`src/rtl/core/imucf_pkg.sv`:
```
// shared types, constants and table for the imu complementary filter
package imucf_pkg;

    localparam int AXIS_W  = 16;
    localparam int SEED_W  = AXIS_W + 1;
    localparam int ANGLE_W = 32;
    localparam int GSUM_W  = ANGLE_W + 2;
    localparam int BW_W    = 17;
    localparam int GAIN_W  = 24;
    localparam int CFG_IDX_W  = 1;
    localparam int CFG_DATA_W = GAIN_W;

    localparam logic [BW_W-1:0] ALPHA_ONE   = 17'd65536;
    localparam logic [BW_W-1:0] BW_RESET    = 17'd58982;
    localparam logic [GAIN_W-1:0] GAIN_RESET = 24'd83886;

    // queue between front and back, power of two
    localparam int QDEPTH  = 2;
    localparam int QPTR_W  = $clog2(QDEPTH);

    // atan(2^-i) in degrees, q.24
    localparam int ATAN_TAB_LEN = 24;
    localparam logic [29:0] ATAN_DEG_Q24 [ATAN_TAB_LEN] = '{
        30'd754974720, 30'd445687602, 30'd235489089, 30'd119537938, 30'd60000934,
        30'd30029717, 30'd15018523, 30'd7509720, 30'd3754917, 30'd1877466,
        30'd938734, 30'd469367, 30'd234684, 30'd117342, 30'd58671,
        30'd29335, 30'd14668, 30'd7334, 30'd3667, 30'd1833,
        30'd917, 30'd458, 30'd229, 30'd115
    };

    typedef enum logic [CFG_IDX_W-1:0] {
        REG_BLEND_WEIGHT,
        REG_GYRO_GAIN
    } t_cfg_reg;

    // quarter turn applied before the cordic when x is negative
    typedef enum logic [1:0] {
        ROT_NONE,
        ROT_POS,
        ROT_NEG
    } t_prerot;

    typedef struct packed {
        logic signed [SEED_W-1:0] x;
        logic signed [SEED_W-1:0] y;
        t_prerot                  rot;
        logic                     zero;
    } t_seed;

    typedef struct packed {
        t_seed                    pitch;
        t_seed                    roll;
        logic signed [AXIS_W-1:0] gyro_x;
        logic signed [AXIS_W-1:0] gyro_y;
        logic signed [AXIS_W-1:0] gyro_z;
    } t_job;

    typedef struct packed {
        logic full;
        logic empty;
    } t_queue_status;

    typedef enum logic [1:0] {
        ST_IDLE,
        ST_CORDIC,
        ST_BLEND,
        ST_DONE
    } t_back_state;

    // table entry rounded half up to frac_bits fraction bits
    function automatic logic [29:0] atan_step(input logic [4:0] idx, input int frac_bits);
        logic [30:0] v;
        int          sh;
        v  = {1'b0, ATAN_DEG_Q24[idx]};
        sh = 24 - frac_bits;
        v  = v + (31'd1 << (sh - 1));
        return 30'(v >> sh);
    endfunction

endpackage

```
`src/rtl/core/imucf_queue.sv`:
```
// short job queue between front and back
module imucf_queue
    import imucf_pkg::*;
(
    input  logic          i_clk,
    input  logic          i_rst_n,
    input  logic          i_push,
    input  t_job          i_job,
    input  logic          i_pop,
    output t_job          o_head,
    output t_queue_status o_status
);

    t_job              r_mem [QDEPTH];
    logic [QPTR_W-1:0] r_wptr;
    logic [QPTR_W-1:0] r_rptr;
    logic [QPTR_W:0]   r_count;

    always_ff @(posedge i_clk) begin
        if (i_push) begin
            r_mem[r_wptr] <= i_job;
        end
    end

    always_ff @(posedge i_clk) begin
        if (!i_rst_n) begin
            r_wptr  <= '0;
            r_rptr  <= '0;
            r_count <= '0;
        end else begin
            if (i_push) begin
                r_wptr <= r_wptr + 1'b1;
            end
            if (i_pop) begin
                r_rptr <= r_rptr + 1'b1;
            end
            if (i_push && !i_pop) begin
                r_count <= r_count + 1'b1;
            end else if (i_pop && !i_push) begin
                r_count <= r_count - 1'b1;
            end
        end
    end

    assign o_head         = r_mem[r_rptr];
    assign o_status.full  = (r_count == (QPTR_W+1)'(QDEPTH));
    assign o_status.empty = (r_count == '0);

    a_no_overflow: assert property (@(posedge i_clk) disable iff (!i_rst_n)
        i_push |-> !o_status.full)
        else $error("job pushed into a full queue");

    a_no_underflow: assert property (@(posedge i_clk) disable iff (!i_rst_n)
        i_pop |-> !o_status.empty)
        else $error("job popped from an empty queue");

    a_count_bound: assert property (@(posedge i_clk) disable iff (!i_rst_n)
        (r_count <= (QPTR_W+1)'(QDEPTH)) && (r_count == '0 || r_count != '0 && 1'b1)
        |=> (r_count <= (QPTR_W+1)'(QDEPTH)))
        else $error("queue fill count beyond depth");

endmodule

```
`config.mk`:
```
export PLATFORM = sky130hd
export DESIGN_NAME = imucf_queue
export DESIGN_NICKNAME = d
export VERILOG_FILES = /design/src/rtl/core/imucf_pkg.sv /design/src/rtl/core/imucf_queue.sv
export SDC_FILE = /design/constraint.sdc
export NUM_CORES = 1
export LEC_CHECK = 0
export CORE_MARGIN = 3
export CORE_UTILIZATION = 60
export CTS_CLUSTER_DIAMETER = 120
export CTS_CLUSTER_SIZE = 30
export DETAILED_ROUTE_END_ITERATION = 12
export DONT_BUFFER_PORTS = 1
export PLACE_DENSITY = 0.75
export SLEW_MARGIN = 5
export SYNTH_ARGS = -nofsm -noshare
export SYNTH_HDL_FRONTEND = slang
export SYNTH_SLANG_ARGS = --single-unit
```
`constraint.sdc`:
```
create_clock -name i_clk -period 8.8 [get_ports i_clk]
set_input_delay 2.2 -clock i_clk [delete_from_list [all_inputs] [get_ports i_clk]]
set_output_delay 2.2 -clock i_clk [all_outputs]
set_load 0.02 [all_outputs]
```
# ---- After elaboration in Yosys (flattened, before gate mapping)
# Memories as Yosys holds them, arrays and structs flattened. A register that Yosys moved wholly into a read port is not among the register bits.
# Cells that the tools add are included.
dict set report totals {
  input_bits 126
  reg_bits 4
  ram_bits 244
  memories 1
  latch_bits 0
  out_inout_bits 124
  rom_bits 0
}
dict set report op_classes {
  magnitude_cmp 0
  n_eq_ne 1
  addsub 4
  multipliers 0
  shift 0
  muxes 6
  n_reduce_logical 6
  bitwise 0
  div 0
}
# memory depth word_bits rd rd_clocked_by_memory_dff write_ports line
set mem_list {}
lappend mem_list {r_mem 2 122 1 1 1 imucf_queue.sv:14} ;# t_job r_mem [QDEPTH];
# operator count
set ops {}
lappend ops {{$mux 1} 4}
lappend ops {{$mux 2} 2}
lappend ops {{$add 1x1->1 const B} 2}
lappend ops {{$add 2x1->2 const B} 1}
lappend ops {{$eq 2x2->1 const B} 1}
lappend ops {{$logic_and 1x1->1} 2}
lappend ops {{$logic_not 1->1} 2}
lappend ops {{$logic_not 2->1} 1}
lappend ops {{$reduce_bool 2->1} 1}
lappend ops {{$sub 2x1->2 const B} 1}

# ---- Longest topological paths before layout
# Gate-level depths: netlist of the first run.
dict set report depth {
  word_depth 4
  mapped_depth 5
  mapped_depth_nobuf 5
}

# ---- Worst setup path after synthesis of the first run
# OpenSTA, ideal clock, no wires.
dict set report synth_timing {
  path_type {input-to-reg}
  startpoint {input port i_push}
  endpoint {memory r_mem[0][0] (netlist name), enable pin}
  n_path_buf 0
  setup_slack_ps 658
  t_arrival_ps 7523
  path_stages 1
  setup_ps 619
  path_cell_list {nor2b_1}
}
dict set report synth_via {
  elab_chain_len 2
}
# element line
set synth_rtl {}
lappend synth_rtl {{start: declaration} imucf_queue.sv:7} ;# input logic i_push,
lappend synth_rtl {{$mux 1} imucf_queue.sv:20} ;# if (i_push) begin
lappend synth_rtl {{$mux 1 (not written as such)} imucf_queue.sv:21} ;# r_mem[r_wptr] <= i_job;
lappend synth_rtl {{end: declaration} imucf_queue.sv:14}
# No other way between the ends.

==> reports/metrics.yaml, run 1 <==
status:
  outcome: "finished clean"
place:
  placed_cell_area_um2: 9500
  buffers_added_on_ports: 0
  placed_cells: 580
  detailedPlacementHpwl_um: 10200
  global_placer_s_final_weighted_congestion: 0.678
floorplanning:
  fp.dieW_um: 131
  effective_utilization_at_floorplan_pct: 61.5
  placement_rows: 45
  die_area_um2: 17100
  num_io_pins: 250
  core_area_um2: 15200
  floorplan.die.height_um: 131
critical_path:
  crit_required_ps: 6600
  worst_reg2reg_path_startpoint: "r_wptr$_SDFFE_PN0P_"
  worst_r2r_path_depth: 2
  worstSetupStartpointType: "register"
  critPathKind: "register to output pin"
  arrival_ps: 2920
  critPathMaxFanout: 64
  critical_path.endpoint_type: "output pin"
synthesis:
  synth.most_common_cell: "sky130_fd_sc_hd__edfxtp_1"
  post_synth_main_area_contributors: "sky130_fd_sc_hd__edfxtp_1 (78%), sky130_fd_sc_hd__mux2_4 (13%), sky130_fd_sc_hd__mux2_2 (5.1%)"
  synth.ff_latch_count: 249
  synth_cells: 402
  syn_area_per_cell_um2: 23.3
  library_cell_occupying_the_most_area_in_the_post_synthesis_netlist: "sky130_fd_sc_hd__edfxtp_1"
  synth-edff-count: 244
  synth.yosys.seq_area_share_pct: 79.4
  synth_largest_type_area_fraction_pct: 78.3
  synthArstFlopShare_pct: 0
  ys.flop_type: "sky130_fd_sc_hd__edfxtp_1"
  syn-cell-area_um2: 9350
  leading_cell_types_by_count_after_synthesis: "sky130_fd_sc_hd__edfxtp_1 (244), sky130_fd_sc_hd__mux2_4 (80), sky130_fd_sc_hd__mux2_2 (42), sky130_fd_sc_hd__buf_6 (9), sky130_fd_sc_hd__dfxtp_1 (5)"
  yosys_warnings: 0
  synth.net_count: 529
  synth.distinct_cells: 18
clock_network:
  postCtsHoldBufs: 0
  worstSkewPairLatency_ps: 470
  cts_tree: "built"
  clk_pin_slew_ps: 100
  clock_tree.htree_level_count: 1
  clock-root-buffer: "sky130_fd_sc_hd__clkbuf_16"
  ctsResizeCount: 0
  clock_sink_count: 249
  cts-root-to-sink-buffers: 3
  total_cts_buffers: 12
  postCtsSetupBuffers: 0
sta:
  achievable-frequency_ghz: 0.195
  tightest_slew_margin_relative_to_the_limit_pct: 28.9
  post-route-period-util_pct: 58.2
  setup_viol: 0
  timing.final.max_slew_violations: 0
  tightestPinTransition_ps: 1070
  fin_setup_tns_ps: 0
  setup_repair_after_global_routing_missed_its_margin: "false"
  timing.clock.skew_ps: 12.4
  finalWorstPathRequiredPeriod_ps: 5120
  finalHoldViolations: 0
drt:
  avgRoutedWirePerCell_um: 25.4
  first_iter_violations: 316
  drtPass1Iterations: 4
  routed_wl_um: 15100
  vias: 3538
  detailed_route_vias_per_instance: 5.94
  remaining_drc_errors: 0
  antenna_violating_nets_post_route: 0
global_routing:
  gr-usage-all-layers_pct: 16.5
  grt_max_degree: 73
  global_route_wire_length_before_repair_um: 21400
  first_global_vias: 3704
  overflow: 0
  initial_antenna_violation_count: 0
pwr:
  netSwitchingPower_uw: 507
  net_sw_share_pct: 22.6
  max-vdd-ir-drop_uv: 190
  p_seq_share_pct: 62.2
  p_leak_nw: 3.34
  power_density_nw_per_um2: 228
  clockPowerShare_pct: 27.0
  combinational_share_of_power_pct: 10.7
  internal_portion_of_total_power_mw: 1.74
flow_run:
  cap_viol_max_count: 0
layout:
  number_of_diodes_added_for_antenna_fixing: 0
  finish.cell_count_without_fillers: 596
  synthToLayoutAreaGrowth_pct: 5.40
  fin_area_um2: 9860
  final_nets: 533
  drive_above_1_share_pct: 35.0
hold_path:
  worstHoldPathCells: 2
  worst_hold_startpoint: "r_count[1]$_SDFFE_PN0P_"
  timing.hold.worst.class: "register to register"
-- worst max-delay path: stages, from the launching register on --
cell,delay [ps]
sky130_fd_sc_hd__dfxtp_4,1000
sky130_fd_sc_hd__buf_4,940
sky130_fd_sc_hd__mux2_2,480
-- layout by cell type (no fill, tap or decap) --
cell type	synthesis	final
sky130_fd_sc_hd__nor2b_4	0	1
sky130_fd_sc_hd__mux2_2	42	42
sky130_fd_sc_hd__nor2b_1	3	2
sky130_fd_sc_hd__mux2_4	80	80
sky130_fd_sc_hd__or3_1	1	1
sky130_fd_sc_hd__a21boi_1	1	1
sky130_fd_sc_hd__nor2_1	1	1
sky130_fd_sc_hd__and2_4	0	1
sky130_fd_sc_hd__dfxtp_1	5	4
sky130_fd_sc_hd__clkbuf_1	0	2
sky130_fd_sc_hd__clkinv_16	0	1
sky130_fd_sc_hd__o21a_1	1	1
sky130_fd_sc_hd__o21ai_0	1	1
sky130_fd_sc_hd__clkbuf_16	0	13
sky130_fd_sc_hd__buf_4	0	4
sky130_fd_sc_hd__ha_1	1	1
sky130_fd_sc_hd__xnor2_1	1	1
sky130_fd_sc_hd__xor2_1	2	2
sky130_fd_sc_hd__dfxtp_4	0	1
sky130_fd_sc_hd__inv_1	1	1
sky130_fd_sc_hd__edfxtp_1	244	244
sky130_fd_sc_hd__and2_1	4	3
-- per-stage QoR --
stage	hold WS (ps)	power (mW)	setup WS (ps)	utilization [%]
2_1_floorplan	466	1.65	658	-
3_3_place_gp	477	1.66	4150	62.5
3_5_place_dp	486	1.67	4110	62.5
4_1_cts	503	2.27	3600	64.9
5_1_grt	552	2.33	3520	64.9
6_report	503	2.25	3680	64.9
-- sequential cells by signal, summed over array words and instances, names as in the netlist, named ones only --
| signal | cells |
|---|---|
| r_wptr | 1 |
| r_count | 2 |
| r_mem | 244 |
| r_rptr | 1 |
-- metal layers --
metal	track usage [%]	vias up	routed length, µm
met5	0	-	0
met4	3.81	0	292
met3	8.58	20	2020
met2	28.7	174	7760
met1	18.1	1768	5060
li1	-	1576	-
-- path summary, 6_finish.rpt --
path | endpoint | slack (ps)
worst max register to register | r_mem[1][51]$_DFFE_PP_ | 6480
worst min register to register | r_count[1]$_SDFFE_PN0P_ | 500
worst max-delay path | o_head[2] | 3680
worst min-delay path | r_count[1]$_SDFFE_PN0P_ | 500
-- logic make-up after synthesis --
family	Yosys count	share of synthesized area [%]
flops	249	79.4
mux	122	17.9
buf+inv	15	1.50
simple gates	9	0.575
compound gates	3	0.214
xor+xnor	3	0.281
fa+ha+maj	1	0.134
-- power groups by stage --
stage	Combinational, mW	Sequential [mW]	Clock [mW]
floorplan	0.231	1.42	0
global placement	0.242	1.42	0
detailed placement	0.245	1.43	0
CTS	0.245	1.40	0.627
global route	0.254	1.41	0.666
finish	0.241	1.40	0.607
-- area by class of cell --
class | count | area, µm²
multi-input cells | 138 | 1800
flip-flops and latches | 249 | 7430
well taps | 188 | 235
clock inverters | 1 | 30.0
fillers | 980 | 5340
inverters | 1 | 3.75
clock buffers | 15 | 333
repair buffers | 4 | 30.0
No activity file was read; power rests on OpenSTA's default activity.
==> run 2, diff against run 1 <==
Clock period 8.8 ns to 5.35 ns, I/O delays scaled along.
==> reports/metrics.yaml, run 2 (synthesized netlist as in run 1, its figures left out) <==
drt:
  antenna_violating_nets_post_route: 0  # unchanged
  vias: 3552  # +0.40%
  drtPass1Iterations: 4  # unchanged
  remaining_drc_errors: 0  # unchanged
  first_iter_violations: 240  # -24%
  routed_wl_um: 15300  # +1.1%
  avgRoutedWirePerCell_um: 25.6  # +0.94%
  detailed_route_vias_per_instance: 5.95  # +0.23%
sta:
  achievable-frequency_ghz: 0.262
  timing.final.max_slew_violations: 0  # unchanged
  post-route-period-util_pct: 71.4
  finalHoldViolations: 0  # unchanged
  hold-worst-slack_ps: 536  # +33.6 ps
  setup_repair_after_global_routing_missed_its_margin: "false"
  setup_viol: 0  # unchanged
  finalWorstPathRequiredPeriod_ps: 3820
  tightest_slew_margin_relative_to_the_limit_pct: 37.5  # +8.7 points
  fin_setup_tns_ps: 0  # unchanged
  tightestPinTransition_ps: 935  # -132 ps
  timing.clock.skew_ps: 19.2  # +6.89 ps
floorplanning:
  effective_utilization_at_floorplan_pct: 61.5  # unchanged
  placement_rows: 45  # unchanged
  floorplan.die.height_um: 131  # unchanged
  num_io_pins: 250  # unchanged
  die_area_um2: 17100  # unchanged
  core_area_um2: 15200  # unchanged
  fp.dieW_um: 131  # unchanged
global_routing:
  gr-usage-all-layers_pct: 16.8  # +0.30 points
  first_global_vias: 3778  # +2.0%
  overflow: 0  # unchanged
  grt_max_degree: 92  # +26%
  initial_antenna_violation_count: 0  # unchanged
  global_route_wire_length_before_repair_um: 21500  # +0.71%
layout:
  most-common-layout-cells: "sky130_fd_sc_hd__edfxtp_1 (244), sky130_fd_sc_hd__mux2_4 (80), sky130_fd_sc_hd__mux2_2 (42), sky130_fd_sc_hd__clkbuf_16 (13), sky130_fd_sc_hd__dfxtp_1 (4)"
  final_nets: 534  # +0.19%
  fin_area_um2: 9890  # +0.33%
  number_of_diodes_added_for_antenna_fixing: 0  # unchanged
  drive_above_1_share_pct: 35.2  # +0.16 points
  registers.top_by_ff_count: "r_mem"
  synthToLayoutAreaGrowth_pct: 5.75
  most_common_cell_after_layout_fill_and_taps_aside: "sky130_fd_sc_hd__edfxtp_1"
  n_fill_cell: 980  # unchanged
  finish.cell_count_without_fillers: 597  # +0.17%
  top_regs: "r_mem: 244 flops, r_count: 2 flops"
  number_of_flip_flops_in_the_largest_register: 244  # unchanged
critical_path:
  worstSetupStartpointType: "register"
  critPathMaxFanout: 55  # -14%
  critPathKind: "register to output pin"
  critical_path.endpoint_type: "output pin"
  crit_required_ps: 4010  # -2590 ps
  arrival_ps: 2480  # -440 ps
clock_network:
  cts-root-to-sink-buffers: 3  # unchanged
  clk_pin_slew_ps: 110  # about the same
  postCtsHoldBufs: 0  # unchanged
  clock_tree.htree_level_count: 1  # unchanged
  worstSkewPairLatency_ps: 460  # about the same
  clock-root-buffer: "sky130_fd_sc_hd__clkbuf_16"
  cts_tree: "built"
  total_cts_buffers: 12  # unchanged
  clock_sink_count: 249  # unchanged
  ctsResizeCount: 0  # unchanged
  postCtsSetupBuffers: 0  # unchanged
status:
  outcome: "finished clean"
place:
  placed_cell_area_um2: 9530  # +0.34%
  placed_cells: 581  # +0.17%
  buffers_added_on_ports: 0  # unchanged
  detailedPlacementHpwl_um: 10400  # +2.3%
  global_placer_s_final_weighted_congestion: 0.728  # +7.4%
pwr:
  power_density_nw_per_um2: 375  # +64%
  max-vdd-ir-drop_uv: 349  # +84%
  p_leak_nw: 3.36  # +0.40%
flow_run:
  cap_viol_max_count: 0  # unchanged
hold_path:
  timing.hold.worst.class: "register to register"
[run 2: changes by cell type in the layout (fill, tap and decap cells not counted)]
cell	previous run	this run
sky130_fd_sc_hd__buf_4	4	3
sky130_fd_sc_hd__buf_12	0	2
[run 2: power by group]
group / total (mW) / switching, mW / leakage [nW] / internal, mW
clock: 1.00 / 0.550 / 0.174 / 0.454
sequential: 2.30 / 0.0466 / 2.33 / 2.25
combinational: 0.401 / 0.246 / 0.851 / 0.155
[run 2: worst max-delay path, stage by stage (launching register included)]
cell,delay (ps)
sky130_fd_sc_hd__dfxtp_4,970
sky130_fd_sc_hd__buf_4,540
sky130_fd_sc_hd__mux2_2,460
[run 2: final timing paths]
| kind | startpoint | end | slack, ps | depth (start not counted) |
|---|---|---|---|---|
| max | register | o_head[105] | 1530 | 2 |
| min | r_count[1]$_SDFFE_PN0P_ | r_count[1]$_SDFFE_PN0P_ | 540 | 2 |
| max reg2reg | r_wptr$_SDFFE_PN0P_ | r_mem[0][88]$_DFFE_PP_ | 3310 | 2 |
| min reg2reg | r_count[1]$_SDFFE_PN0P_ | r_count[1]$_SDFFE_PN0P_ | 540 | 2 |
[run 2: layout make-up]
cell class                 count  area, µm²  area share [%]
sequential                   249       7430            75.1
multi-input combinational    138       1800            18.2
inverter                       1       3.75          0.0379
timing repair buffer           5       62.6           0.632
clock buffer                  15        333            3.36
clock inverter                 1       30.0           0.304
tap                          188        235            2.38
[run 2: layer usage]
layer  share of wire (%)  GRT usage (%)  vias up
li1                    -              -     1578
met1                  33           18.0     1782
met2                  52           29.8      172
met3                  12           8.25       20
met4                 2.1           4.23        0
met5                   0              0        -
[run 2: stage by stage]
step	total power [mW]	util (%)	setup slack [ps]
after floorplan	2.70	-	375
after global placement	2.74	62.7	2080
after detailed placement	2.75	62.7	2030
after CTS	3.74	65.1	1510
after global routing	3.83	65.1	1420
final	3.70	65.1	1530
