===== src/rtl/core/imucf_pkg.sv =====
// shared types, constants and table for the imu complementary filter
package imucf_pkg;

    localparam int AXIS_W  = 16;
    localparam int SEED_W  = AXIS_W + 1;
    localparam int ANGLE_W = 32;
    localparam int GSUM_W  = ANGLE_W + 2;
    localparam int BW_W    = 17;
    localparam int GAIN_W  = 24;
    localparam int CFG_IDX_W  = 1;
    localparam int CFG_DATA_W = GAIN_W;

    localparam logic [BW_W-1:0] ALPHA_ONE   = 17'd65536;
    localparam logic [BW_W-1:0] BW_RESET    = 17'd58982;
    localparam logic [GAIN_W-1:0] GAIN_RESET = 24'd83886;

    // queue between front and back, power of two
    localparam int QDEPTH  = 2;
    localparam int QPTR_W  = $clog2(QDEPTH);

    // atan(2^-i) in degrees, q.24
    localparam int ATAN_TAB_LEN = 24;
    localparam logic [29:0] ATAN_DEG_Q24 [ATAN_TAB_LEN] = '{
        30'd754974720, 30'd445687602, 30'd235489089, 30'd119537938, 30'd60000934,
        30'd30029717, 30'd15018523, 30'd7509720, 30'd3754917, 30'd1877466,
        30'd938734, 30'd469367, 30'd234684, 30'd117342, 30'd58671,
        30'd29335, 30'd14668, 30'd7334, 30'd3667, 30'd1833,
        30'd917, 30'd458, 30'd229, 30'd115
    };

    typedef enum logic [CFG_IDX_W-1:0] {
        REG_BLEND_WEIGHT,
        REG_GYRO_GAIN
    } t_cfg_reg;

    // quarter turn applied before the cordic when x is negative
    typedef enum logic [1:0] {
        ROT_NONE,
        ROT_POS,
        ROT_NEG
    } t_prerot;

    typedef struct packed {
        logic signed [SEED_W-1:0] x;
        logic signed [SEED_W-1:0] y;
        t_prerot                  rot;
        logic                     zero;
    } t_seed;

    typedef struct packed {
        t_seed                    pitch;
        t_seed                    roll;
        logic signed [AXIS_W-1:0] gyro_x;
        logic signed [AXIS_W-1:0] gyro_y;
        logic signed [AXIS_W-1:0] gyro_z;
    } t_job;

    typedef struct packed {
        logic full;
        logic empty;
    } t_queue_status;

    typedef enum logic [1:0] {
        ST_IDLE,
        ST_CORDIC,
        ST_BLEND,
        ST_DONE
    } t_back_state;

    // table entry rounded half up to frac_bits fraction bits
    function automatic logic [29:0] atan_step(input logic [4:0] idx, input int frac_bits);
        logic [30:0] v;
        int          sh;
        v  = {1'b0, ATAN_DEG_Q24[idx]};
        sh = 24 - frac_bits;
        v  = v + (31'd1 << (sh - 1));
        return 30'(v >> sh);
    endfunction

endpackage


===== src/rtl/core/imucf_front.sv =====
// front part: takes samples, classifies both atan2 operand pairs, pushes jobs
module imucf_front
    import imucf_pkg::*;
(
    input  logic                     i_in_valid,
    input  logic signed [AXIS_W-1:0] i_accel_x,
    input  logic signed [AXIS_W-1:0] i_accel_y,
    input  logic signed [AXIS_W-1:0] i_accel_z,
    input  logic signed [AXIS_W-1:0] i_gyro_x,
    input  logic signed [AXIS_W-1:0] i_gyro_y,
    input  logic signed [AXIS_W-1:0] i_gyro_z,
    input  t_queue_status            i_queue,
    output logic                     o_in_stall,
    output logic                     o_push,
    output t_job                     o_job
);

    // zero vector flag and quarter-turn pre-rotation into the right half plane
    function automatic t_seed classify(input logic signed [SEED_W-1:0] xin,
                                       input logic signed [SEED_W-1:0] yin);
        t_seed s;
        s.zero = (xin == '0) && (yin == '0);
        if (xin < 0) begin
            if (yin >= 0) begin
                s.x   = yin;
                s.y   = -xin;
                s.rot = ROT_POS;
            end else begin
                s.x   = -yin;
                s.y   = xin;
                s.rot = ROT_NEG;
            end
        end else begin
            s.x   = xin;
            s.y   = yin;
            s.rot = ROT_NONE;
        end
        return s;
    endfunction

    logic signed [SEED_W-1:0] c_ax;
    logic signed [SEED_W-1:0] c_ay;
    logic signed [SEED_W-1:0] c_az;

    assign c_ax = SEED_W'(i_accel_x);
    assign c_ay = SEED_W'(i_accel_y);
    assign c_az = SEED_W'(i_accel_z);

    assign o_in_stall = i_queue.full;
    assign o_push     = i_in_valid && !i_queue.full;

    always_comb begin
        o_job.pitch  = classify(c_az, -c_ax);
        o_job.roll   = classify(c_az, c_ay);
        o_job.gyro_x = i_gyro_x;
        o_job.gyro_y = i_gyro_y;
        o_job.gyro_z = i_gyro_z;
    end

endmodule


===== config.mk =====
export PLATFORM = sky130hd
export DESIGN_NAME = imucf_front
export DESIGN_NICKNAME = d
export VERILOG_FILES = /design/src/rtl/core/imucf_pkg.sv /design/src/rtl/core/imucf_front.sv
export SDC_FILE = /design/constraint.sdc
export NUM_CORES = 1
export LEC_CHECK = 0
export BUFFER_PORTS_ARGS = -buffer_cell sky130_fd_sc_hd__buf_4
export CORE_ASPECT_RATIO = 0.75
export CORE_MARGIN = 4
export CORE_UTILIZATION = 41
export DETAILED_ROUTE_END_ITERATION = 8
export GPL_TIMING_DRIVEN = 0
export PLACE_DENSITY = 0.94
export SETUP_SLACK_MARGIN = 0.2
export SLEW_MARGIN = 20
export SYNTH_ARGS = -nofsm -noshare
export SYNTH_HDL_FRONTEND = slang
export SYNTH_SLANG_ARGS = --single-unit

===== constraint.sdc =====
create_clock -name vclk -period 3
set_input_delay 0.15 -clock vclk [all_inputs]
set_output_delay 0.15 -clock vclk [all_outputs]
set_load 0.01 [all_outputs]

# Word-level counts from Yosys, hierarchy flattened
# Cells that the tools add are included.
[op_classes]
add_sub_neg = 4
magnitude_cmp = 3
n_mux = 4
reduce_logical = 7
[ops]
columns = ["operator", "n"]
rows = [
  ["$mux W36", 4],
  ["$logic_not A17 Y1", 3],
  ["$neg A16 Y17", 3],
  ["$ge A17 B1 Y1 const B", 1],
  ["$neg A17 Y17", 1],
  ["$ge A16 B1 Y1 const B", 1],
  ["$lt A16 B1 Y1 const B", 1],
  ["$logic_and A1 B1 Y1", 3],
  ["$logic_not A1 Y1", 1],
]
[word_totals]
ff_bits = 0
in_bits = 99
output_inout_bits = 124
elab_cells = 18

# Longest topological paths before layout
# Gate-level depths: netlist of run 1.
[logic_depth]
depth_word = 4
mapped_depth = 11
mapped_depth_nobuf = 9

# Worst setup path after synthesis of run 1
# No wires, ideal clock.
[synth_path]
path_kind = "input-to-output"
startpoint = "in i_accel_x[0]"
endpoint = "out o_job[118] (netlist name)"
t_arrival_ps = 2627
required_ps = 2850
setup_slack_ps = 223
cell_stages = 11
path_buffers = 3
path_cell_list = "clkbuf_1 -> inv_1 -> ha_1 -> or4b_1 -> buf_2 -> or2_0 -> buf_6 -> o311ai_4 -> nand3_2 -> o2111a_1 -> nor4_1"
[synth_rtl]
columns = ["element", "line_no", "rtl"]
rows = [
  ["start: declaration", "imucf_front.sv:6", "input logic signed [AXIS_W-1:0] i_accel_x,"],
  ["end: declaration", "imucf_front.sv:15", "output t_job o_job"],
]

==> impl_metrics.py, run 1 <==
metrics = {
    "sta": {
        "fmax_mhz": 361,
        "post-route-min-period_ns": 2.77,
        "hold_viol": 0,
        "rsz0062_at_grt": "yes",
        "fin_crit_sh": 0.924,
        "max_slew_margin": 0.513,
        "tightest_slew_ns": 0.725,
        "setup-violations-final": 0,
        "maxSlewViolCount": 0,
    },
    "placed_design": {
        "port_buffers": 163,
        "gp_congestion": 0.982,
        "post-dp-hpwl_um": 9600,
        "detailed_place.area_mm2": 0.00401,
    },
    "routing": {
        "postRouteAntennaNets": 0,
        "firstDrtPassIters": 5,
        "avgRoutedWirePerCell_um": 16.6,
        "viasPerCell": 5.55,
        "totalWireLength_um": 11700,
        "drc": 0,
        "drtIter0Drc": 331,
        "vias": 3899,
    },
    "setup_path": {
        "crit_type": "in -> out",
        "startpoint_type": "input pin",
        "path_max_fanout": 7,
        "worstPathRequired_ns": 2.85,
        "worstSetupEndpointType": "primary output",
        "worstPathArrival_ns": 2.62,
    },
    "floorplan": {
        "die_h_um": 78.1,
        "num_rows": 25,
        "die_area_mm2": 0.00791,
        "die_x_um": 101,
        "start_util": 0.425,
        "core_mm2": 0.00632,
        "pin_count": 223,
    },
    "grt": {
        "grt_max_degree": 11,
        "grt_pass1_wl_um": 16800,
        "grt_antenna_before_repair": 0,
        "grt_overflow": 0,
        "grt_use_total": 0.251,
        "grt_pass1_vias": 3542,
    },
    "cells_and_area": {
        "seq_cells": 0,
        "multi_input_area_mm2": 0.00225,
        "layout-drive-gt1-share": 0.428,
        "design_area_mm2": 0.00432,
        "finish.utilization": 0.684,
        "num_antenna_cells": 0,
        "layout_commonest_cell": "buf_4",
        "fill_cells": 547,
        "clkbuf_count": 0,
        "nets": 727,
        "regArea_um2": 0,
        "mostFrequentLayoutCells": "229 x buf_4, 71 x nor2_1, 54 x a21oi_1",
        "area_growth_pct": 61.1,
    },
    "worst_hold_path": {
        "hp-class": "in -> out",
    },
    "power": {
        "p_leak_nw": 1.97,
        "power.density_mw_per_mm2": 167,
        "peakVddDrop_uv": 109,
    },
    "synth": {
        "yosys_warnings": 0,
        "ys_seq_area_frac": 0,
        "avgSynthCellArea_um2": 6.10,
        "syn-cell-area_mm2": 0.00268,
        "synth_cell_types": 53,
        "postSynthCellCount": 440,
    },
    "run": {
        "max-cap-violations": 0,
    },
    "status": {
        "outcome": "completed",
    },
    "clock_tree": {
        "cts_hold_buf": 0,
    },
}
[timing repair]
| item | CTS | global route |
|---|---|---|
| buffers inserted | 9 | 8 |
| resized for setup | 18 | 21 |
| setup endpoints to repair | 24 | 15 |
| pin swaps | 7 | 10 |
[final timing paths]
path | cells past startpoint | from | to
min | 2 | i_gyro_y[10] | o_job[26]
max | 14 | i_accel_x[1] | o_job[114]
[cells in the mapped netlist (all sizes together), types with 4 or more instances]
cell     n  area (um2)
ha       5        62.6
or4      6        48.8
buf     56         418
nand2   24        90.1
or3     13        81.3
nor2b    5        31.3
clkbuf  26        97.6
a211oi   4        35.0
inv     11        41.3
nand2b   4        25.0
xor2    19         166
nor3    15        75.1
nor3b    5        37.5
a21oi   54         270
or2      6        37.5
o31ai    6        45.0
o21ai   19        95.1
xnor2   40         350
nor2    72         270
nor4    10        62.6
nand3    5        30.0
[where the power goes]
group	switching [W]	leakage [nW]	internal, W	total (W)
registers	0	0	0	0
logic	0.000364	1.97	0.000358	0.000721
clock network	0	0	0	0
total	0.000364	1.97	0.000358	0.000721
[per-layer routing]
metal,part of all wire,global-route usage,up-vias
li1,-,-,1836
met5,0,0,-
met3,0.12,0.0320,19
met1,0.38,0.337,1762
met2,0.48,0.437,282
met4,0.014,0.0359,0
[layout make-up]
| type | count | share of cell area |
|---|---|---|
| Buffer | 82 | 0.125 |
| Inverter | 11 | 0.0130 |
| Multi-Input combinational cell | 348 | 0.521 |
| Tap cell | 81 | 0.0235 |
| Timing Repair Buffer | 180 | 0.317 |
[critical path: stages]
cell      delay, ns
buf_8          0.11
inv_4          0.05
ha_4           0.11
or4b_4         0.45
buf_6          0.15
or2_0          0.20
buf_6          0.13
o311ai_4       0.31
buf_4          0.18
nand3_4        0.10
buf_4          0.20
a21o_1         0.16
a31oi_1        0.16
buf_4          0.15
[kinds of logic (layout without fill, tap and decap cells)]
| group | Yosys count | in the layout | share of synthesized area |
|---|---|---|---|
| AOI/OAI and AO/OA | 106 | 106 | 0.247 |
| other | 1 | 2 | 0.00140 |
| adders and majority gates | 5 | 5 | 0.0233 |
| xor gates and xnor gates | 59 | 59 | 0.193 |
| muxes | 3 | 3 | 0.0112 |
| buffers and inverters | 93 | 273 | 0.208 |
| and+or+nand+nor | 173 | 173 | 0.317 |
[stage by stage]
stage	TNS, ns	hold WS [ns]	power (W)	setup WS [ns]	cells
4_1_cts	0	0.477	0.000700	0.206	694
3_5_place_dp	-0.358	0.478	0.000683	-0.102	685
6_report	0	0.477	0.000721	0.229	702
5_1_grt	0	0.480	0.000771	0.126	702
2_1_floorplan	0	0.346	0.000363	0.223	441
3_3_place_gp	-0.290	0.477	0.000673	-0.100	685
(Power assumes the default switching activity.)
==> run 2, diff against run 1 <==
--- a/config.mk
+++ b/config.mk
@@ -6,12 +6,14 @@
 export NUM_CORES = 1
 export LEC_CHECK = 0
 export BUFFER_PORTS_ARGS = -buffer_cell sky130_fd_sc_hd__buf_4
+export CELL_PAD_IN_SITES_DETAIL_PLACEMENT = 1
+export CELL_PAD_IN_SITES_GLOBAL_PLACEMENT = 1
 export CORE_ASPECT_RATIO = 0.75
 export CORE_MARGIN = 4
-export CORE_UTILIZATION = 41
+export CORE_UTILIZATION = 25
 export DETAILED_ROUTE_END_ITERATION = 8
 export GPL_TIMING_DRIVEN = 0
-export PLACE_DENSITY = 0.94
+export PLACE_DENSITY = 0.93
 export SETUP_SLACK_MARGIN = 0.2
 export SLEW_MARGIN = 20
 export SYNTH_ARGS = -nofsm -noshare
==> constraint.sdc (replaced) <==
create_clock -name vclk -period 3
set_input_delay 0.3 -clock vclk [all_inputs]
set_output_delay 0.3 -clock vclk [all_outputs]
set_load 0.01 [all_outputs]
==> run 2 against run 1 <==
The flow now finishes with violations (negative setup slack); non-clock buffer count grew 10; cell count up 9.3%; fmax down 12%; core utilization fell by 21 points; sequential share of layout area did not move; sequential cell count unchanged; clock-buffer cell count is the same; wire length rose by 20%; via count grew 0.59%; combinational power is 10% higher; global-route usage decreased by 5.1 points; power rose by 10%.
==> impl_metrics.py, run 2 (synthesized netlist as in run 1, its figures left out) <==
metrics = {
    "floorplan": {
        "die_area_mm2": 0.0125,
        "die_h_um": 97.7,
        "pin_count": 223,
        "core_mm2": 0.0104,
        "start_util": 0.259,
        "num_rows": 32,
        "die_x_um": 128,
    },
    "grt": {
        "grt_pass1_wl_um": 21100,
        "grt_overflow": 0,
        "grt_max_degree": 11,
        "grt_antenna_before_repair": 0,
        "grt_use_total": 0.201,
        "grt_pass1_vias": 3994,
    },
    "routing": {
        "vias": 3922,
        "postRouteAntennaNets": 0,
        "avgRoutedWirePerCell_um": 18.2,
        "viasPerCell": 5.11,
        "drc": 0,
        "firstDrtPassIters": 4,
        "totalWireLength_um": 14000,
        "drtIter0Drc": 175,
    },
    "cells_and_area": {
        "seq_cells": 0,
        "finish.utilization": 0.473,
        "layout-drive-gt1-share": 0.510,
        "regArea_um2": 0,
        "mostFrequentLayoutCells": "229 x buf_4, 66 x nor2_1, 47 x a21oi_1",
        "nets": 737,
        "num_antenna_cells": 0,
        "layout_commonest_cell": "buf_4",
        "clkbuf_count": 0,
        "area_growth_pct": 82.8,
        "fin_cells": 767,
    },
    "power": {
        "p_leak_nw": 2.14,
        "power.density_mw_per_mm2": 162,
        "peakVddDrop_uv": 86.7,
    },
    "sta": {
        "tightest_slew_ns": 0.677,
        "maxSlewViolCount": 0,
        "hold_viol": 0,
        "max_slew_margin": 0.546,
        "fmax_mhz": 316,
        "setup-violations-final": 8,
        "layout_setup_ws_ns": -0.164,
        "fin_crit_sh": 1.05,
        "rsz0062_at_grt": "yes",
        "post-route-min-period_ns": 3.16,
    },
    "placed_design": {
        "port_buffers": 163,
        "dpl.cell_count": 740,
        "gp_congestion": 0.900,
        "post-dp-hpwl_um": 11300,
    },
    "worst_hold_path": {
        "hp-start": "i_gyro_x[0]",
        "hp-class": "in -> out",
        "whs_path_depth": 2,
        "worstHoldEndpoint": "o_job[32]",
    },
    "setup_path": {
        "path_max_fanout": 5,
        "crit_type": "in -> out",
        "startpoint_type": "input pin",
        "worstPathRequired_ns": 2.70,
        "worstSetupEndpointType": "primary output",
        "worstPathArrival_ns": 2.86,
    },
    "status": {
        "outcome": "complete, but fails checks",
        "violations": "negative setup slack",
    },
    "run": {
        "max-cap-violations": 0,
    },
}
==> run 2: changes by cell type in the layout (fill, tap and decap cells not counted), sizes merged <==
cell,change
clkinv,+1
buf,+9
inv,-1
clkbuf,+1
==> run 2: per-layer routing <==
layer,track usage,vias up,wire [um]
met5,0,-,0
met4,0.0147,0,111
met3,0.0198,8,974
met2,0.340,162,6640
met1,0.288,1895,6250
li1,-,1857,-
==> run 2: stage by stage <==
stage	TNS [ns]	hold WS [ns]	total power [W]	instance area, um2	worst slack (ns)
after floorplan	0	0.646	0.000374	2770	0.0955
after global placement	-1.08	0.778	0.000698	4160	-0.251
after detailed placement	-2.42	0.778	0.000712	4160	-0.364
after CTS	-0.794	0.779	0.000752	4560	-0.168
after global routing	-1.54	0.780	0.000852	4900	-0.232
final	-0.903	0.777	0.000794	4900	-0.164
==> run 2: worst max-delay path, stage by stage <==
cell	delay (ns)
clkbuf_16	0.13
clkinv_8	0.04
ha_4	0.11
or4b_4	0.45
buf_6	0.14
buf_4	0.13
or4_4	0.43
o311ai_4	0.09
buf_6	0.16
nand3_4	0.12
o31ai_4	0.31
mux2i_2	0.28
buf_4	0.16
==> run 2: final cells by class <==
| type | instances | area, um2 |
|---|---|---|
| fillers | 1321 | 5470 |
| plain buffers | 82 | 569 |
| inverters | 11 | 66.3 |
| multi-input cells | 348 | 2590 |
| repair buffers | 190 | 1500 |
| well taps | 136 | 170 |
==> run 2: timing repair <==
item                                    in CTS  in global routing
pin swaps                                   36                 19
hold buffers                                 0                  0
resized for setup                           57                 54
endpoints found under the hold margin        0                  0
endpoints found under the setup margin      33                 39
gates cloned                                 0                  1
setup buffers                               17                  9
==> run 2: how the worst max path moves through the flow <==
stage / start / to / depth (start not counted)
global route: i_accel_x[0] / o_job[116] / 14
global placement: i_accel_x[1] / o_job[117] / 12
CTS: i_accel_x[0] / o_job[120] / 13
floorplan: i_accel_x[0] / o_job[117] / 11
detailed placement: i_accel_x[1] / o_job[117] / 12
finish: i_accel_x[0] / o_job[120] / 13
==> run 2: power breakdown <==
| part | internal [W] | switching [W] |
|---|---|---|
| registers | 0 | 0 |
| clock network | 0 | 0 |
| logic | 0.000388 | 0.000406 |
==> run 3, diff against run 2 <==
==> constraint.sdc (replaced) <==
create_clock -name vclk -period 3
set_input_delay 0.75 -clock vclk [all_inputs]
set_output_delay 0.75 -clock vclk [all_outputs]
set_load 0.01 [all_outputs]
==> run 3 against run 2 <==
The flow still finishes with violations (negative setup slack); power grew 23%; sequential share of layout area unchanged; worst setup slack got worse by 0.86 ns; worst hold slack better by 0.90 ns; die area unchanged; non-clock buffer count up 31; fmax fell by 21%; critical endpoint is now o_job[115].
==> impl_metrics.py, run 3 (synthesized netlist as in run 1, its figures left out) <==
metrics = {
    "status": {
        "outcome": "complete, but fails checks",
        "violations": "negative setup slack",
    },
    "placed_design": {
        "post-dp-hpwl_um": 11500,
        "dp_slack_ns": -1.23,
        "detailed_place.area_mm2": 0.00449,
        "gp_congestion": 0.863,
        "port_buffers": 163,
    },
    "routing": {
        "drtIter0Drc": 297,
        "avgRoutedWirePerCell_um": 23.1,
        "viasPerCell": 5.48,
        "postRouteAntennaNets": 0,
        "drc": 0,
        "vias": 4372,
        "firstDrtPassIters": 5,
        "totalWireLength_um": 18500,
    },
    "sta": {
        "fin_crit_sh": 1.34,
        "maxSlewViolCount": 0,
        "post-route-min-period_ns": 4.03,
        "layout_setup_ws_ns": -1.03,
        "tightest_slew_ns": 0.885,
        "max_slew_margin": 0.410,
        "fin_setup_tns_ns": -35.57,
        "fmax_mhz": 248,
        "rsz0062_at_grt": "yes",
        "hold_viol": 0,
        "setup-violations-final": 58,
    },
    "setup_path": {
        "startpoint_type": "input pin",
        "path_buf_inv": 6,
        "critPathSlowestCell": "or4b_4",
        "path_max_fanout": 4,
        "crit_path_max_incr_delay_ns": 0.45,
        "critical-path-top-delay-family": "simple AND/OR/NAND/NOR gates",
        "crit_type": "in -> out",
        "path_cells": "buf_8, inv_6, ha_4, or4b_4, buf_6, or2_1, buf_6, o311ai_4, nand4_1, buf_4, and4_1, nor3_2, buf_4",
        "worstPathRequired_ns": 2.25,
        "worstSetupEndpointType": "primary output",
        "worstPathArrival_ns": 3.28,
    },
    "floorplan": {
        "num_rows": 32,
        "die_area_mm2": 0.0125,
        "die_h_um": 97.7,
        "pin_count": 223,
        "start_util": 0.259,
        "die_x_um": 128,
        "core_mm2": 0.0104,
    },
    "cells_and_area": {
        "layout_commonest_cell": "buf_4",
        "layout-drive-gt1-share": 0.711,
        "num_antenna_cells": 0,
        "fill_cells": 1204,
        "area_growth_pct": 126,
        "regArea_um2": 0,
        "clkbuf_count": 0,
        "mostFrequentLayoutCells": "228 x buf_4, 49 x nor2_1, 39 x buf_6",
        "nets": 768,
        "finish.utilization": 0.585,
        "seq_cells": 0,
        "design_area_mm2": 0.00607,
    },
    "worst_hold_path": {
        "hp-class": "in -> out",
    },
    "clock_tree": {
        "cts_hold_buf": 0,
    },
    "grt": {
        "grt_antenna_before_repair": 0,
        "grt_pass1_vias": 4321,
        "grt_use_total": 0.226,
        "grt_pass1_wl_um": 23300,
        "grt_max_degree": 11,
        "grt_overflow": 0,
    },
    "power": {
        "peakVddDrop_uv": 91.1,
        "power.density_mw_per_mm2": 162,
        "p_leak_nw": 2.65,
    },
    "run": {
        "max-cap-violations": 0,
    },
}
[run 3: worst paths after layout]
kind          to          from  cells past startpoint
max   o_job[115]  i_accel_x[1]                     13
min    o_job[40]   i_gyro_x[8]                      2
[run 3: through the flow]
step	hold slack [ns]	std cells	total power, W
finish	1.68	798	0.000980
global route	1.68	798	0.00103
CTS	1.68	771	0.000863
detailed placement	1.68	740	0.000765
global placement	1.68	740	0.000746
floorplan	1.53	441	0.000415
[run 3: layout make-up]
class	count	area (um2)	share of cell area
buffer	82	633	0.104
inverter	11	81.3	0.0134
multi-input combinational	348	3310	0.546
tap	136	170	0.0280
timing repair buffer	221	1870	0.308
[run 3: routing by layer]
layer | track usage | up-vias | part of all wire
li1 | - | 1912 | -
met1 | 0.303 | 2158 | 0.39
met2 | 0.395 | 252 | 0.51
met3 | 0.0264 | 50 | 0.077
met4 | 0.0351 | 0 | 0.028
met5 | 0 | - | 0
[run 3: where the power goes]
| part | switching (W) | internal (W) |
|---|---|---|
| Sequential | 0 | 0 |
| Clock | 0 | 0 |
| Combinational | 0.000512 | 0.000469 |
[run 3: timing repair]
action / CTS / global route
gates cloned: 2 / 0
setup buffers: 29 / 27
endpoints found under the setup margin: 71 / 69
pin swaps: 64 / 73
gates resized for setup: 144 / 106
